$ cat config.mk
export PLATFORM = sky130hd
export DESIGN_NAME = rotation_matrix_to_quaternion_top
export DESIGN_NICKNAME = d
export VERILOG_FILES = /design/src/rtl/core/rmq_pkg.sv /design/src/rtl/core/rmq_front.sv /design/src/rtl/core/rmq_root_cell.sv /design/src/rtl/core/rotation_matrix_to_quaternion_top.sv
export SDC_FILE = /design/constraint.sdc
export NUM_CORES = 2
export LEC_CHECK = 0
export ABC_AREA = 1
export BUFFER_PORTS_ARGS = -buffer_cell sky130_fd_sc_hd__buf_2
export CAP_MARGIN = 20
export CORE_UTILIZATION = 54
export DETAILED_ROUTE_END_ITERATION = 8
export PLACE_DENSITY = 0.73
export SETUP_SLACK_MARGIN = 0.4
export SLEW_MARGIN = 10
export SYNTH_ARGS = -nofsm -noshare
export SYNTH_HDL_FRONTEND = slang
export SYNTH_SLANG_ARGS = --single-unit
$ cat constraint.sdc
create_clock -name clk -period 2.3 [get_ports clk]
set_clock_uncertainty 0.2 [all_clocks]
set_input_delay 0.46 -clock clk [delete_from_list [all_inputs] [get_ports clk]]
set_output_delay 0.46 -clock clk [all_outputs]
set_load 0.02 [all_outputs]
$ cat src/rtl/core/rmq_pkg.sv
// Shared types and constants for the rotation matrix to quaternion pipeline.
// Depends on nothing; used by rmq_front, rmq_root_cell and the top level.
`default_nettype none
package rmq_pkg;

	localparam int FRAC_BITS = 14;
	localparam int IN_W      = 16;
	localparam int W_W       = 15;
	localparam int XYZ_W     = 16;
	localparam int LANES     = 4;

	// signed sum of one and three elements
	localparam int SUM_W   = ((FRAC_BITS > IN_W + 1) ? FRAC_BITS : IN_W + 1) + 2;
	localparam int SHIFT   = FRAC_BITS - 2;
	localparam int RAD_RAW = SUM_W - 1 + SHIFT;
	localparam int RAD_W   = RAD_RAW + (RAD_RAW % 2);
	localparam int ROOT_W  = RAD_W / 2;
	localparam int REM_W   = ROOT_W + 2;
	localparam int MAG_W   = FRAC_BITS + 1;
	localparam int CMP_W   = (ROOT_W > MAG_W) ? ROOT_W : MAG_W;
	// accepting edge to result strobe
	localparam int LAT     = ROOT_W + 2;

	localparam int L_W = 0;
	localparam int L_X = 1;
	localparam int L_Y = 2;
	localparam int L_Z = 3;

	localparam logic signed [SUM_W-1:0] ONE_SUM = SUM_W'(1) << FRAC_BITS;
	localparam logic [MAG_W-1:0]        ONE_MAG = MAG_W'(1) << FRAC_BITS;

	typedef struct packed {
		logic [RAD_W-1:0]  rad;
		logic [REM_W-1:0]  rem;
		logic [ROOT_W-1:0] root;
	} root_lane_t;

	typedef struct packed {
		logic pose;
		logic neg_x;
		logic neg_y;
		logic neg_z;
	} ctl_t;

	function automatic logic [MAG_W-1:0] sat_mag(input logic [ROOT_W-1:0] r);
		logic [CMP_W-1:0] rext;
		rext = CMP_W'(r);
		if (rext > CMP_W'(ONE_MAG)) begin
			return ONE_MAG;
		end
		return MAG_W'(rext);
	endfunction

endpackage
`default_nettype wire

$ cat src/rtl/core/rmq_front.sv
// Input stage: clamped diagonal sums, radicands and off-diagonal signs.
// Depends on rmq_pkg.
`default_nettype none
module rmq_front (
	input  wire logic                              clk,
	input  wire logic                              arst_n,
	input  wire logic                              start,
	input  wire logic signed [rmq_pkg::IN_W-1:0]   r00,
	input  wire logic signed [rmq_pkg::IN_W-1:0]   r01,
	input  wire logic signed [rmq_pkg::IN_W-1:0]   r02,
	input  wire logic signed [rmq_pkg::IN_W-1:0]   r10,
	input  wire logic signed [rmq_pkg::IN_W-1:0]   r11,
	input  wire logic signed [rmq_pkg::IN_W-1:0]   r12,
	input  wire logic signed [rmq_pkg::IN_W-1:0]   r20,
	input  wire logic signed [rmq_pkg::IN_W-1:0]   r21,
	input  wire logic signed [rmq_pkg::IN_W-1:0]   r22,
	input  wire logic                              pose_valid,
	output rmq_pkg::root_lane_t                    lanes [rmq_pkg::LANES],
	output rmq_pkg::ctl_t                          ctl,
	output logic                                   vld
);
	import rmq_pkg::*;

	logic signed [SUM_W-1:0] e00, e11, e22;
	logic signed [SUM_W-1:0] sum [LANES];
	logic [IN_W:0]           dx, dy, dz;
	root_lane_t              lane_s1 [LANES];
	ctl_t                    ctl_s1;
	logic                    vld_s1;

	assign e00 = SUM_W'(r00);
	assign e11 = SUM_W'(r11);
	assign e22 = SUM_W'(r22);

	assign sum[L_W] = ONE_SUM + e00 + e11 + e22;
	assign sum[L_X] = ONE_SUM + e00 - e11 - e22;
	assign sum[L_Y] = ONE_SUM - e00 + e11 - e22;
	assign sum[L_Z] = ONE_SUM - e00 - e11 + e22;

	assign dx = {r21[IN_W-1], r21} - {r12[IN_W-1], r12};
	assign dy = {r02[IN_W-1], r02} - {r20[IN_W-1], r20};
	assign dz = {r10[IN_W-1], r10} - {r01[IN_W-1], r01};

	always_ff @(posedge clk) begin
		for (int l = 0; l < LANES; l++) begin
			lane_s1[l].rem  <= '0;
			lane_s1[l].root <= '0;
			if (sum[l][SUM_W-1]) begin
				lane_s1[l].rad <= '0;
			end else begin
				lane_s1[l].rad <= RAD_W'(sum[l][SUM_W-2:0]) << SHIFT;
			end
		end
		ctl_s1.pose  <= pose_valid;
		ctl_s1.neg_x <= dx[IN_W];
		ctl_s1.neg_y <= dy[IN_W];
		ctl_s1.neg_z <= dz[IN_W];
	end

	always_ff @(posedge clk or negedge arst_n) begin
		if (!arst_n) begin
			vld_s1 <= 1'b0;
		end else begin
			vld_s1 <= start;
		end
	end

	assign lanes = lane_s1;
	assign ctl   = ctl_s1;
	assign vld   = vld_s1;

endmodule
`default_nettype wire

$ cat src/rtl/core/rmq_root_cell.sv
// One digit of a restoring square root: takes two radicand bits, makes one root bit.
// Depends on rmq_pkg.
`default_nettype none
module rmq_root_cell (
	input  wire logic          clk,
	input  wire rmq_pkg::root_lane_t din,
	output rmq_pkg::root_lane_t dout
);
	import rmq_pkg::*;

	logic [REM_W+1:0] rem_sh;
	logic [REM_W+1:0] trial;
	logic [REM_W+1:0] diff;
	logic             take;
	root_lane_t       lane_q;

	assign rem_sh = {din.rem, din.rad[RAD_W-1 -: 2]};
	assign trial  = (REM_W+2)'({din.root, 2'b01});
	assign diff   = rem_sh - trial;
	assign take   = rem_sh >= trial;

	always_ff @(posedge clk) begin
		lane_q.rad  <= din.rad << 2;
		lane_q.rem  <= take ? REM_W'(diff) : REM_W'(rem_sh);
		lane_q.root <= {din.root[ROOT_W-2:0], take};
	end

	assign dout = lane_q;

endmodule
`default_nettype wire

$ cat src/rtl/core/rotation_matrix_to_quaternion_top.sv
// Rotation matrix to unit quaternion, four square-root chains of digit cells.
// Pipeline: one input stage, one root cell per root bit (15), one output register; done is
// registered together with the result.
// Throughput: one beat per cycle; busy is never raised, results cannot be stalled.
// Reset: arst_n clears the beat-valid chain; no results are produced until new beats arrive.
// Depends on rmq_pkg, rmq_front, rmq_root_cell.
`default_nettype none
module rotation_matrix_to_quaternion_top (
	input  wire logic                              clk,
	input  wire logic                              arst_n,
	input  wire logic                              start,
	output logic                                   busy,
	input  wire logic signed [rmq_pkg::IN_W-1:0]   r00,
	input  wire logic signed [rmq_pkg::IN_W-1:0]   r01,
	input  wire logic signed [rmq_pkg::IN_W-1:0]   r02,
	input  wire logic signed [rmq_pkg::IN_W-1:0]   r10,
	input  wire logic signed [rmq_pkg::IN_W-1:0]   r11,
	input  wire logic signed [rmq_pkg::IN_W-1:0]   r12,
	input  wire logic signed [rmq_pkg::IN_W-1:0]   r20,
	input  wire logic signed [rmq_pkg::IN_W-1:0]   r21,
	input  wire logic signed [rmq_pkg::IN_W-1:0]   r22,
	input  wire logic                              pose_valid,
	output logic                                   done,
	output logic [rmq_pkg::W_W-1:0]                quat_w,
	output logic signed [rmq_pkg::XYZ_W-1:0]       quat_x,
	output logic signed [rmq_pkg::XYZ_W-1:0]       quat_y,
	output logic signed [rmq_pkg::XYZ_W-1:0]       quat_z
);
	import rmq_pkg::*;

	localparam logic signed [XYZ_W-1:0] MAG_LIM = XYZ_W'(ONE_MAG);

	root_lane_t              lane [ROOT_W+1][LANES];
	ctl_t                    ctl_pipe_q [1:ROOT_W];
	logic [ROOT_W:1]         vld_pipe_q;
	ctl_t                    ctl_in;
	logic                    vld_in;
	logic [MAG_W-1:0]        mag [LANES];
	logic [XYZ_W-1:0]        mag_x, mag_y, mag_z;
	logic [W_W-1:0]          quat_w_q;
	logic [XYZ_W-1:0]        quat_x_q, quat_y_q, quat_z_q;
	logic                    done_q;
	ctl_t                    ctl_last;

	rmq_front u_front (
		.clk        (clk),
		.arst_n     (arst_n),
		.start      (start),
		.r00        (r00),
		.r01        (r01),
		.r02        (r02),
		.r10        (r10),
		.r11        (r11),
		.r12        (r12),
		.r20        (r20),
		.r21        (r21),
		.r22        (r22),
		.pose_valid (pose_valid),
		.lanes      (lane[0]),
		.ctl        (ctl_in),
		.vld        (vld_in)
	);

	for (genvar s = 0; s < ROOT_W; s++) begin : g_stage
		for (genvar l = 0; l < LANES; l++) begin : g_lane
			rmq_root_cell u_cell (
				.clk  (clk),
				.din  (lane[s][l]),
				.dout (lane[s+1][l])
			);
		end
	end

	always_ff @(posedge clk) begin
		ctl_pipe_q[1] <= ctl_in;
		for (int s = 2; s <= ROOT_W; s++) begin
			ctl_pipe_q[s] <= ctl_pipe_q[s-1];
		end
	end

	always_ff @(posedge clk or negedge arst_n) begin
		if (!arst_n) begin
			vld_pipe_q <= '0;
		end else begin
			vld_pipe_q <= {vld_pipe_q[ROOT_W-1:1], vld_in};
		end
	end

	always_comb begin
		for (int l = 0; l < LANES; l++) begin
			mag[l] = sat_mag(lane[ROOT_W][l].root);
		end
	end

	assign ctl_last = ctl_pipe_q[ROOT_W];
	assign mag_x    = XYZ_W'(mag[L_X]);
	assign mag_y    = XYZ_W'(mag[L_Y]);
	assign mag_z    = XYZ_W'(mag[L_Z]);

	always_ff @(posedge clk) begin
		if (ctl_last.pose) begin
			quat_w_q <= W_W'(mag[L_W]);
			quat_x_q <= ctl_last.neg_x ? -mag_x : mag_x;
			quat_y_q <= ctl_last.neg_y ? -mag_y : mag_y;
			quat_z_q <= ctl_last.neg_z ? -mag_z : mag_z;
		end else begin
			quat_w_q <= W_W'(ONE_MAG);
			quat_x_q <= '0;
			quat_y_q <= '0;
			quat_z_q <= '0;
		end
	end

	always_ff @(posedge clk or negedge arst_n) begin
		if (!arst_n) begin
			done_q <= 1'b0;
		end else begin
			done_q <= vld_pipe_q[ROOT_W];
		end
	end

	assign busy   = 1'b0;
	assign done   = done_q;
	assign quat_w = quat_w_q;
	assign quat_x = quat_x_q;
	assign quat_y = quat_y_q;
	assign quat_z = quat_z_q;

	a_beat_lat: assert property (@(posedge clk) disable iff (!arst_n)
		start |-> ##(LAT) done)
		else $error("accepted beat produced no result");

	a_w_range: assert property (@(posedge clk) disable iff (!arst_n)
		done |-> (W_W'(quat_w) <= W_W'(ONE_MAG)))
		else $error("quat_w above one");

	a_xyz_range: assert property (@(posedge clk) disable iff (!arst_n)
		done |-> ((quat_x <= MAG_LIM) && (quat_x >= -MAG_LIM)
			&& (quat_y <= MAG_LIM) && (quat_y >= -MAG_LIM)
			&& (quat_z <= MAG_LIM) && (quat_z >= -MAG_LIM)))
		else $error("vector part magnitude above one");

endmodule
`default_nettype wire
Word level (Yosys, flattened, before mapping)
Memories as Yosys holds them, arrays and structs flattened.
Cells that the tools add are included.
- register bits after elaboration: 2420
- latch bits: 0
- memory bits (writable): 60
- bits in read-only memories: 0
- input port bits: 148
- word-level logic and storage cells: 409
- memories kept: 1
- memory list (name ; words ; width ; rd ports ; clocked after memory_dff ; wr ports ; line ; text):
    ctl_pipe_q ; 15 ; 4 ; 15 ; 0 ; 15 ; rotation_matrix_to_quaternion_top.sv:34 ; ctl_t ctl_pipe_q [1:ROOT_W];
- $add $sub $neg: 72
- multipliers: 0
- divide/modulo/power cells: 0
- order comparisons: 64
- equal/unequal tests: 0
- shift-type cells: 0
- muxes and demuxes: 71
- bitwise gates (word level): 0
- reductions and logical operators: 3
- operator list (cell ; count):
    17-bit 2-to-1 mux ; 52
    15-bit 2-to-1 mux ; 11
    19-bit by 10-bit greater-or-equal comparator with 1-bit output ; 4
    19-bit by 11-bit greater-or-equal comparator with 1-bit output ; 4
    19-bit by 12-bit greater-or-equal comparator with 1-bit output ; 4
    19-bit by 13-bit greater-or-equal comparator with 1-bit output ; 4
    19-bit by 14-bit greater-or-equal comparator with 1-bit output ; 4
    19-bit by 15-bit greater-or-equal comparator with 1-bit output ; 4
    19-bit by 16-bit greater-or-equal comparator with 1-bit output ; 4
    19-bit by 3-bit greater-or-equal comparator with 1-bit output ; 4
    19-bit by 4-bit greater-or-equal comparator with 1-bit output ; 4
    19-bit by 5-bit greater-or-equal comparator with 1-bit output ; 4
    19-bit by 6-bit greater-or-equal comparator with 1-bit output ; 4
    19-bit by 7-bit greater-or-equal comparator with 1-bit output ; 4
    19-bit by 8-bit greater-or-equal comparator with 1-bit output ; 4
    19-bit by 9-bit greater-or-equal comparator with 1-bit output ; 4
    17-bit by 10-bit subtractor with 17-bit output ; 4
    17-bit by 11-bit subtractor with 17-bit output ; 4
    17-bit by 12-bit subtractor with 17-bit output ; 4
    17-bit by 13-bit subtractor with 17-bit output ; 4
    17-bit by 14-bit subtractor with 17-bit output ; 4
    17-bit by 15-bit subtractor with 17-bit output ; 4
    17-bit by 3-bit subtractor with 17-bit output ; 4
    17-bit by 4-bit subtractor with 17-bit output ; 4
    20 further kinds ; 59

Depth between registers and ports, before layout
- word-level depth: 5
- depth in mapped cells: 31

Cells and area by module
From an unflattened synthesis, not the netlist that was laid out.
- cells, all modules: 22724
- area, all modules: 174416.0 um2
- by module, submodules not included (module ; times used ; cells an instance ; area an instance (um2) ; sequential area each (um2)):
    rmq_root_cell ; 60 ; 341 ; 2636.3 ; 1201.2
    rmq_front ; 1 ; 1738 ; 11553.6 ; 1546.5
    rotation_matrix_to_quaternion_top ; 1 ; 526 ; 4685.7 ; 2862.7

Worst setup path before layout
Ideal clock, no wire load.
- path type: input to register
- from: in r00[0] (netlist name)
- to: reg u_front.lane_s1, in the netlist u_front.lanes[110]
- setup time: 0.116 ns
- arrival: 4.069 ns
- data required time: 1.984 ns
- setup slack: -2.085 ns
- stages: 25
- cell sequence: inv_1 > ha_1 > nand3_1 > nor3_2 > nand2_1 > nor2_1 > xor2_1 > ha_1 > buf_2 > inv_1 > nand2_1 > nor4_1 > a21oi_1 > o21ai_1 > xor2_1 > ha_1 > nand2_1 > inv_1 > nand2_1 > a21oi_1 > nor3_1 > nand3_1 > nand2_2 > buf_6 > nor2_1
- cells in the longest elaborated chain, start to end: 3
- ends and longest elaborated chain (element ; line ; text):
    start: declaration ; rotation_matrix_to_quaternion_top.sv:13 ; input wire logic signed [rmq_pkg::IN_W-1:0] r00,
    16-bit by 16-bit subtractor with 17-bit output ; rmq_front.sv:37 ; assign sum[L_Y] = ONE_SUM - e00 + e11 - e22;
    17-bit by 16-bit adder with 18-bit output ; rmq_front.sv:37 ;
    19-bit by 16-bit subtractor with 19-bit output ; rmq_front.sv:37 ;
    end: declaration ; rmq_front.sv:27 ; root_lane_t lane_s1 [LANES];
Every way passes these cells.
A chain may end at the register's enable or synchronous reset.

Worst setup path after layout
- from: in r00[0] (netlist name)
- to: reg u_front.lane_s1, in the netlist u_front.lanes[61]
- cells in the longest elaborated chain, start to end: 3
- ends and longest elaborated chain (element ; line ; text):
    16-bit by 16-bit subtractor with 17-bit output ; rmq_front.sv:38 ; assign sum[L_Z] = ONE_SUM - e00 - e11 + e22;
    17-bit by 16-bit subtractor with 18-bit output ; rmq_front.sv:38 ;
    19-bit by 16-bit adder with 19-bit output ; rmq_front.sv:38 ;
Every way passes these cells.

==> qor.txt <==
H-tree levels: 4
RSZ-0062 raised after global routing: true
largest family of logic cells by synthesized area: simple AND/OR/NAND/NOR gates
Post-DRT Antenna Nets: 0
placed instance count: 13,500
share of post-route cells with drive strength above 1: 0.313
drt pass-1 iters: 8
critical path endpoint category: flip-flop
port bufs: 211
antenna violations before repair: 5
mux share of post-synthesis cell area: 0
GRT overflow: 0
hpwl dp: 147,000 um
Sw Share: 0.394
Compound-Gate Fraction of Synth Area: 0.0955
static leakage: 56.7 nW
post-synthesis sequential area ratio: 0.433
EDFF count, synth: 0
P_sw: 61.5 mW
reg2reg setup slack: -0.06 ns
Post-Route WL: 220,000 um
slowest stage cell, crit path: ha_4
first-pass GRT wire length: 318,000 um
Hold Slack: 0.0496 ns
Post-synth ARST share: 0.00922
Design Area, Final: 115,000 um2
post-layout util: 0.734
Avg Inst Size Synth: 7.98 um2
highest clock rate: 0.261 GHz
Seq pwr share: 0.344
Core Footprint: 157,000 um2
area grow syn2layout: 34.6%
YS warnings: 0
Horiz. Die Dim: 400 um
Setup Viol. Count Final: 73
Mapped Cells: 10,700
combinational cell fraction of total power: 0.458
Initial Utilization: 0.545
worst path required time: 2.79 ns
Worst Hold Depth: 7
critical path arrival: 4.32 ns
worst skew pair latency: 0.79 ns
Max stage delay on crit path: 0.34 ns
FF+latch count, synth: 1,844
Synth Area in XOR/XNOR: 0.0608
drt drc: 0
Reg clk slew, reported paths: 0.06 ns
largest net degree at the start of global routing: 46
Setup WS pre-CTS: -2.65 ns
Tmin final: 3.83 ns
VDD IR max: 913 uV
highest-count cells in the layout ignoring fill and taps: 1,805 x nand2_1, 1,526 x inv_1, 1,506 x dfxtp_1
max_cap viols: 0
FP Rows: 145
Nets: 13,000
clock share of power: 0.198
DR WL/cell: 15.3 um
vias per inst: 5.16
final period utilization: 1.67
endpoints failing hold: 0
Die Y: 400 um
Tot Pwr: 156 mW
failing checks: setup timing
root buf cell: clkbuf_16
Worst Hold Class: in -> reg
CTS tree: done
Placed Area: 94,900 um2
Rel. slew slack: 0.518
Max Fanout on Critical Path: 7
Syn Std Cell Area: 85,400 um2
ys flop type: dfxtp_1
share of the synthesized area in the top cell type: 0.428
Synth Area in Simple Gates: 0.215
post-route setup slack: -1.53 ns
total track usage: 0.236
actual slew at the worst max-slew pin: 0.720 ns
adder-cell area share of the yosys netlist: 0.109
outcome: complete, but fails checks
most used cell, CP: inv_1
Cell Pwr Density: 1360 nW/um2
commonest non-fill, non-tap cell in the layout: nand2_1
final non-filler cell total: 14,400
vias in the first global route: 69,100
CTS sink cnt: 1,844
ranking of synthesized cells by area: dfxtp_1 43%, ha_1 9.8%, nand2_1 9.3%
initial DRC count: 4,541
CTS buffer count: 184
Final GP Congestion: 0.925
area leader, netlist: dfxtp_1
Die ar.: 160,000 um2
DR vias: 74,100
cells on worst reg2reg path: 11
Post-Route Setup TNS: -79.89 ns
Yosys cell types: 72
CP startpoint kind: input port
CTS max path bufs: 3
Ports: 213
P_int: 94.6 mW
max-slew violations: 0
CP Class: in -> reg
[synthesized netlist by cell type (50+ instances only)]
cell type and instances:
a21o_1 90, nor2_1 892, o21ai_0 404, inv_1 1736, nand3_1 624, dfxtp_1 1827, xor2_1 418, a21oi_1 609
ha_1 672, or2_2 73, nor3_1 157, o21ai_1 72, nand4_1 120, xnor2_1 175, nor4_1 50, nand2_1 2118
buf_2 52
[routing by layer]
layer  track usage  part of all wire  vias to the layer above
met2         0.441              0.52                     1920
met4        0.0776             0.036                        0
li1              -                 -                    37100
met5             0                 0                        -
met1         0.277              0.40                    34400
met3        0.0294             0.036                      648
[power groups by stage]
stage | Clock [mW] | Sequential [mW] | Combinational (mW)
final | 30.9 | 53.6 | 71.5
after global routing | 32.9 | 54.9 | 79.2
after CTS | 31.4 | 52.1 | 57.8
after detailed placement | 0 | 52.5 | 55.1
after global placement | 0 | 52.2 | 53.6
after floorplan | 0 | 50.5 | 41.5
[state kept, by name, summed over array words and instances, names as in the netlist]
name / flops
ctl_pipe_q: 60
done: 1
g_stage.g_lane.u_cell.dout: 1628
quat_w: 15
quat_x: 16
quat_y: 16
quat_z: 16
u_front.ctl: 4
u_front.lanes: 72
u_front.vld: 1
vld_pipe_q: 15
[what timing repair did]
action,4_1_cts,5_1_grt
gates cloned,13,36
endpoints found under the hold margin,22,0
setup buffers,71,374
pin swaps,133,621
resized for setup,437,1897
endpoints found under the setup margin,1027,1070
hold buffers,22,0
[kinds of logic (layout without fill, tap and decap cells)]
kind of cell               count (synthesis)  count (layout)
other                                      1               7
adders and majority gates                716             716
and+or+nand+nor                         4233            4246
DFF                                     1844            1844
buffers and inverters                   1873            3468
xor gates and xnor gates                 593             593
AOI/OAI and AO/OA                       1434            1434
[final timing paths]
check | start | end
setup / recovery | r00[0] | u_front.lanes[61]
hold / removal | r21[5] | u_front.ctl[2]
setup reg to reg | g_stage[6].g_lane[3].u_cell.dout[60] | g_stage[7].g_lane[3].u_cell.dout[31]
hold reg to reg | g_stage[6].g_lane[1].u_cell.dout[58] | g_stage[7].g_lane[1].u_cell.dout[60]
max in group asynchronous | arst_n | vld_pipe_q[8]
min in group asynchronous | arst_n | vld_pipe_q[1]
[worst max-delay path, delay by kind of cell]
kind | cells | cell delay, ns
and+or+nand+nor | 8 | 1.18
buffers and inverters | 9 | 1.04
adders and majority gates | 3 | 0.83
AOI/OAI and AO/OA | 5 | 0.48
xor gates and xnor gates | 2 | 0.31
[area by class of cell]
class / count / area (um2)
multi-input combinational: 6994 / 50700
fill: 10900 / 41600
sequential: 1844 / 37400
timing repair buffer: 1363 / 10900
inverter: 1757 / 6770
clock buffer: 238 / 5090
tap: 2058 / 2570
clock inverter: 102 / 1320
timing repair inverter: 8 / 81.3
antenna: 2 / 5.00
Power figures use the tool's default switching activity.
